### src/sv/bspll_pkg.sv
// bspll_pkg: shared constants, codes and control types of the bsp point leaf lookup
// used by bspll_ctrl, bspll_dp and bsp_point_leaf_lookup_core
package bspll_pkg;

  // table sizes, powers of two: indexes wrap by dropping high bits
  localparam int NODE_COUNT  = 4096;
  localparam int PLANE_COUNT = 4096;
  localparam int LEAF_COUNT  = 4096;
  localparam int MAX_STEPS   = 64;

  localparam int NODE_AW  = $clog2(NODE_COUNT);
  localparam int PLANE_AW = $clog2(PLANE_COUNT);
  localparam int LEAF_AW  = $clog2(LEAF_COUNT);
  localparam int STEP_W   = $clog2(MAX_STEPS + 1);

  // field widths
  localparam int IDX_W    = 12;
  localparam int CHILD_W  = 13;
  localparam int NRM_W    = 16;
  localparam int COORD_W  = 32;
  localparam int PROD_W   = NRM_W + COORD_W;
  localparam int ACC_W    = PROD_W + 2;
  localparam int OFF_SH   = 14;
  localparam int LEAF_W   = 12;
  localparam int STEPS_W  = 7;
  localparam int STEPS_SAT = 127;

  localparam int IN_DATA_W  = 232;
  localparam int OUT_DATA_W = 24;

  typedef enum logic [1:0] {
    ACT_WR_NODE  = 2'd0,
    ACT_WR_PLANE = 2'd1,
    ACT_QUERY    = 2'd2
  } action_t;

  typedef enum logic [1:0] {
    ST_WRITE_DONE = 2'd0,
    ST_LEAF       = 2'd1,
    ST_LIMIT      = 2'd2
  } status_t;

  typedef enum logic [1:0] {
    LANE_X = 2'd0,
    LANE_Y = 2'd1,
    LANE_Z = 2'd2
  } lane_t;

  typedef enum logic [2:0] {
    S_IDLE     = 3'd0,
    S_NODE_RD  = 3'd1,
    S_PLANE_RD = 3'd2,
    S_MUL      = 3'd3,
    S_LAST     = 3'd4,
    S_DONE     = 3'd5
  } state_t;

  typedef struct packed {
    logic [PLANE_AW-1:0]       plane;
    logic signed [CHILD_W-1:0] front;
    logic signed [CHILD_W-1:0] back;
  } node_t;

  typedef struct packed {
    logic signed [NRM_W-1:0] nx;
    logic signed [NRM_W-1:0] ny;
    logic signed [NRM_W-1:0] nz;
  } normal_t;

  // controller to datapath
  typedef struct packed {
    logic  accept;
    logic  wr_node;
    logic  wr_plane;
    logic  start;
    logic  mul;
    lane_t lane;
    logic  step;
    logic  load_out;
  } cmd_t;

  // datapath to controller
  typedef struct packed {
    logic is_leaf;
    logic at_limit;
    logic out_free;
  } sts_t;

endpackage

### src/sv/bspll_ctrl.sv
// bspll_ctrl: state machine that sequences writes and the node walk of a query
// depends on bspll_pkg; drives bspll_dp through cmd_t and reads sts_t
module bspll_ctrl (
  input  logic              clk,
  input  logic              rst_n,
  input  logic              in_tvalid,
  input  bspll_pkg::action_t in_action,
  output logic              in_tready,
  output bspll_pkg::cmd_t   cmd,
  input  bspll_pkg::sts_t   sts
);

  bspll_pkg::state_t state_r, state_nxt;
  bspll_pkg::lane_t  lane_r, lane_nxt;

  always_ff @(posedge clk) begin
    if (!rst_n) begin
      state_r <= bspll_pkg::S_IDLE;
      lane_r  <= bspll_pkg::LANE_X;
    end else begin
      state_r <= state_nxt;
      lane_r  <= lane_nxt;
    end
  end

  always_comb begin
    state_nxt = state_r;
    lane_nxt  = lane_r;
    cmd       = '0;
    in_tready = (state_r == bspll_pkg::S_IDLE);
    case (state_r)
      bspll_pkg::S_IDLE: begin
        if (in_tvalid) begin
          cmd.accept = 1'b1;
          case (in_action)
            bspll_pkg::ACT_WR_NODE:  cmd.wr_node  = 1'b1;
            bspll_pkg::ACT_WR_PLANE: cmd.wr_plane = 1'b1;
            bspll_pkg::ACT_QUERY:    cmd.start    = 1'b1;
            default: ;
          endcase
          state_nxt = (in_action == bspll_pkg::ACT_QUERY) ? bspll_pkg::S_NODE_RD
                                                          : bspll_pkg::S_DONE;
        end
      end
      bspll_pkg::S_NODE_RD: begin
        state_nxt = bspll_pkg::S_PLANE_RD;
      end
      bspll_pkg::S_PLANE_RD: begin
        state_nxt = bspll_pkg::S_MUL;
        lane_nxt  = bspll_pkg::LANE_X;
      end
      bspll_pkg::S_MUL: begin
        cmd.mul  = 1'b1;
        cmd.lane = lane_r;
        case (lane_r)
          bspll_pkg::LANE_X: lane_nxt = bspll_pkg::LANE_Y;
          bspll_pkg::LANE_Y: lane_nxt = bspll_pkg::LANE_Z;
          default: begin
            lane_nxt  = bspll_pkg::LANE_X;
            state_nxt = bspll_pkg::S_LAST;
          end
        endcase
      end
      bspll_pkg::S_LAST: begin
        cmd.step = 1'b1;
        if (sts.is_leaf || sts.at_limit) begin
          state_nxt = bspll_pkg::S_DONE;
        end else begin
          state_nxt = bspll_pkg::S_NODE_RD;
        end
      end
      bspll_pkg::S_DONE: begin
        if (sts.out_free) begin
          cmd.load_out = 1'b1;
          state_nxt    = bspll_pkg::S_IDLE;
        end
      end
      default: state_nxt = bspll_pkg::S_IDLE;
    endcase
  end

  a_accept_leaves_idle: assert property (@(posedge clk) disable iff (!rst_n)
    cmd.accept |=> state_r != bspll_pkg::S_IDLE)
    else $error("accepted word did not start work");

  a_done_waits_for_room: assert property (@(posedge clk) disable iff (!rst_n)
    (state_r == bspll_pkg::S_DONE && !sts.out_free) |=> state_r == bspll_pkg::S_DONE)
    else $error("result dropped while output register full");

  a_walk_ends_on_leaf_or_limit: assert property (@(posedge clk) disable iff (!rst_n)
    (state_r == bspll_pkg::S_LAST && (sts.is_leaf || sts.at_limit))
      |=> state_r == bspll_pkg::S_DONE)
    else $error("walk continued past leaf or step limit");

endmodule

### config.mk
export PLATFORM = sky130hd
export DESIGN_NAME = bspll_ctrl
export DESIGN_NICKNAME = d
export VERILOG_FILES = /design/src/sv/bspll_pkg.sv /design/src/sv/bspll_ctrl.sv
export SDC_FILE = /design/constraint.sdc
export NUM_CORES = 1
export LEC_CHECK = 0
export ABC_AREA = 0
export BUFFER_PORTS_ARGS = -buffer_cell sky130_fd_sc_hd__buf_4
export CELL_PAD_IN_SITES_DETAIL_PLACEMENT = 0
export CELL_PAD_IN_SITES_GLOBAL_PLACEMENT = 2
export CORE_AREA = 4 4 47 49
export CTS_CLUSTER_SIZE = 24
export DETAILED_ROUTE_END_ITERATION = 8
export DIE_AREA = 0 0 51 53
export PLACE_DENSITY_LB_ADDON = 0.25
export SLEW_MARGIN = 20
export SYNTH_ARGS = -nofsm -noshare
export SYNTH_HDL_FRONTEND = slang
export SYNTH_SLANG_ARGS = --single-unit
### constraint.sdc
create_clock -name clk -period 1.4 [get_ports clk]
set_clock_uncertainty 0.15 [all_clocks]
set_input_delay 0.21 -clock clk [delete_from_list [all_inputs] [get_ports clk]]
set_output_delay 0.21 -clock clk [all_outputs]
set_load 0.05 [all_outputs]
## Word-level counts from Yosys, hierarchy flattened

Cells that the tools add are included.

- Bits in registers: 5
- Word-level logic and storage cells: 37

- Equality and inequality tests: 11
- Multiplexer cells: 17
- Reduce and logical (&&, ||, !) cells: 7

Operators with widths:

| cell | number |
|---|---|
| $mux W3 | 6 |
| $pmux W3 S6 | 1 |
| $mux W4 | 2 |
| $pmux W2 S2 | 2 |
| $eq A3 B2 Y1 const B | 2 |
| $eq A3 B3 Y1 const B | 2 |
| $mux W1 | 6 |
| $ne A2 B2 Y1 const B | 3 |
| $eq A2 B1 Y1 const B | 2 |
| $logic_not A2 Y1 | 2 |
| $eq A3 B1 Y1 const B | 1 |
| $logic_not A3 Y1 | 1 |
| $reduce_and A3 Y1 | 1 |
| $eq A2 B2 Y1 const B | 1 |
| $reduce_bool A2 Y1 | 1 |
| $reduce_or A2 Y1 | 1 |
| $logic_or A1 B1 Y1 | 1 |

## Logic depth before layout (Yosys ltp)

- Word-level depth: 4
- Depth in mapped cells: 5
- Gate-level depth less buffers: 3

## Worst setup path after synthesis

OpenSTA, ideal clock, no wires.

- Path kind: flip-flop to output port
- Start: register state_r[2]
- End: output port cmd[7] (netlist name)
- Arrival time: 2.927 ns
- Data required time: 1.040 ns
- Path slack: -1.887 ns
- Stages on the path, launching flop included: 5
- Buffers on the path: 1
- Cells stage by stage: dfxtp_1 -> buf_6 -> nor3_1 -> nand2_1 -> nor3_1

RTL lines:

| item | line | text |
|---|---|---|
| from (decl) | bspll_ctrl.sv:13 | `bspll_pkg::state_t state_r, state_nxt;` |
| from (signal assigned) | bspll_ctrl.sv:18 | `state_r <= bspll_pkg::S_IDLE;` |
| from (signal assigned) | bspll_ctrl.sv:21 | `state_r <= state_nxt;` |
| to (decl) | bspll_ctrl.sv:9 | `output bspll_pkg::cmd_t cmd,` |

==> summary.txt <==
Worst setup path
  – Worst Path Required: 1.04 ns
  – CP Max Fanout: 3
  – Worst setup SP type: flip-flop
  – WS Path Type: reg -> out
  – Crit path arrival time: around 1.3 ns
  – Reg2reg path depth: 4
  – CP Capture Type: primary output

Power
  – Logic gate share of total power: between 60% and 70%
  – Power, Total: 0.00111 W
  – Flop pwr share: 19.4%
  – Peak supply drop: 0.000657 V
  – LEAKAGE: 0.299 nW
  – Internal power component: 0.000621 W
  – Sw Share: 43.9%
  – Clock power share: between 10% and 20%
  – P_sw: just under 0.0005 W
  – Pwr dens: ~1600 mW/mm^2

CTS
  – H-tree Lvls: 1
  – CTS sink cnt: 5
  – Max clock buf depth: 2
  – Total CTS buffers: 3
  – CTS tree: built
  – Clk slew on worst S/H paths: 0.05 ns
  – Worst skew pair latency: between 0.2 and 0.25 ns
  – Clock tree root driver cell: clkbuf_4

Final layout
  – Antenna cells: 0
  – Final #Nets: 81
  – Final instance area: around 700 sq um
  – Layout cells sized above 1: 62.5%
  – Layout filler cell count: 208
  – Syn-to-layout area delta: 100%

Floorplanning
  – Initial Util: 19.0%
  – Chip Width: slightly above 50 um
  – Core area: 0.00186 sq mm
  – Number of top-level pins: 18
  – Site row count: 16
  – Die Ht: 53 um
  – Die ar.: 0.00270 sq mm

Timing
  – Slew Limit Fails: 0
  – # setup viols final: 10
  – Max_slew headroom: between 80% and 90%
  – Worst hold slack: 0.0946 ns
  – Actual slew at the worst max-slew pin: approximately 0.22 ns
  – Setup ws final: -0.221 ns
  – Max Fclk: 0.617 GHz
  – Period minus WS final: 1.62 ns
  – Part of the cycle the worst path needs: 116%
  – Final Hold Violating Endpoints: 0
  – RSZ-0062 raised after global routing: yes

GRT
  – Antenna violations before repair: 0
  – Vias in the first global route: 432
  – Total grt overflow: 0
  – First-pass GRT wire length: between 1500 and 2000 um
  – Total track usage: 8.99%
  – Largest net degree at the start of global routing: 9

Route
  – DRT Pass-1 Iters: 2
  – Vias/cell: 4.18
  – Mean routed wirelength per cell: 10.1 um
  – Final WL: 998 um
  – Via count: 414
  – Initial drt markers: 5
  – Final ANT Viol Nets: 0
  – DR DRC count: 0

Placement
  – Dpl hpwl: between 700 and 800 um
  – IO buf count: 17
  – GPL Wtd Cong: 0.664
  – DP Area: 592 sq um

Logic synthesis
  – Simple-Gate Fraction of Synth Area: between 30 and 40%
  – Post-synthesis mux area share: 0%
  – Distinct cells, synth: 25
  – Mapped Cells: 45
  – Post-synthesis adder-cell area fraction: 0%
  – Largest family of logic cells by synthesized area: simple AND/OR/NAND/NOR gates
  – Synth Warn #: 0
  – Syn nets: 53
  – Area of the mapped netlist: approximately 350 sq um
  – Compound-gate portion of the synthesized area: 21.2%
  – XOR/XNOR Fraction of Synth Area: 0%
  – Synth Area per Inst: roughly 7.9 sq um
  – Synthesized flop and latch total: 5
  – Post-synthesis sequential area ratio: 28.3%

Min path
  – Worst Hold Class: in -> reg
  – Hold path cells: 2

Outcome
  – Status: finished, violations left
  – Failing checks: negative setup slack

Job
  – MaxCap Viol Count: 0
==> stage by stage <==
stage / utilization, % / TNS (ns) / cells / setup WS [ns]
after floorplan: - / -2.26 / 45 / -0.581
after global placement: 31.8 / -0.0283 / 92 / -0.0112
after detailed placement: 31.8 / -0.0214 / 92 / -0.0214
after CTS: 35.5 / -1.42 / 96 / -0.232
after global routing: 38.1 / -2.19 / 99 / -0.299
final: 38.1 / -1.50 / 99 / -0.221
==> metal layers <==
metal  vias up  global-route usage (%)  routed length (um)  share of wire, %
li1        214                       -                   -                 -
met1       187                    9.95                 444                44
met2        11                    15.9                 503                50
met3         2                   0.845                  37               3.7
met4         0                    6.73                  12               1.2
met5         -                       0                   0                 0
==> worst max-delay path, stage by stage (launching register included) <==
cell and delay (ns):
dfxtp_2 0.33, nor3_4 0.20, nand2_2 0.12, nor3b_4 0.19, buf_6 0.18
==> power by group through the flow <==
stage	sequential (W)	combinational [W]	clock, W
finish	0.000214	0.000723	0.000168
global placement	0.000212	0.000596	0
CTS	0.000215	0.000652	0.000175
global route	0.000221	0.000775	0.000192
detailed placement	0.000211	0.000595	0
floorplan	0.000194	0.000437	0
==> placed cells by master (no fill, tap or decap), types with 2 or more instances in the layout <==
master	n
and2_4	2
nor3_4	3
a21boi_0	2
dfxtp_1	2
nand2_1	3
buf_8	2
a31oi_1	2
dfxtp_2	3
nor2_1	2
nor3_1	2
inv_1	2
nand2b_1	2
buf_4	16
buf_6	9
clkbuf_4	3
==> flip-flops by register name, summed over array words and instances (netlist names) <==
signal,flops
state_r,3
lane_r,2
==> area by class of cell <==
type	count	area [sq um]	area share (%)
sequential	5	104	14.6
timing repair buffer	27	251	35.4
multi-input combinational	33	283	39.9
tap	27	33.8	4.76
inverter	3	11.3	1.59
clock buffer	4	26.3	3.70
==> synth_stat cells, drive strengths merged <==
master	number	area share, %
a21o	1	2.1
nand3b	1	2.1
inv	3	3.2
nand2b	2	3.5
nor3	6	8.5
o211ai	1	2.1
a21oi	1	1.4
a31oi	2	3.5
dfxtp	5	28
and3b	1	2.5
nand2	4	4.2
and2	2	3.5
nor3b	1	3.5
nor4b	1	2.5
nor4	1	1.8
o221a	1	3.2
nand3	1	1.4
a211o	1	2.5
buf	4	9.9
a21boi	2	4.2
nor2	2	2.1
nor2b	1	1.8
a22oi	1	2.1
==> worst paths after layout <==
check	startpoint	slack, ns	to
worst min-delay path	rst_n	0.09	lane_r[0]
worst max-delay path	state_r[0]	-0.22	cmd[6]
worst max register to register	state_r[2]	0.03	state_r[2]
worst min register to register	lane_r[0]	0.38	lane_r[1]
==> cell families (layout without fill, tap and decap cells) <==
logic type / after synthesis / after routing
buf+inv: 7 / 34
simple gates: 23 / 23
flops: 5 / 5
compound gates: 10 / 10
==> timing repair <==
action                     in CTS  in global routing
hold buffers                    0                  0
pin swaps                       2                  1
gates resized for setup        14                  6
setup endpoints to repair      11                 11
buffers inserted                0                  3
Note: power is estimated with default switching activity, not from simulation.
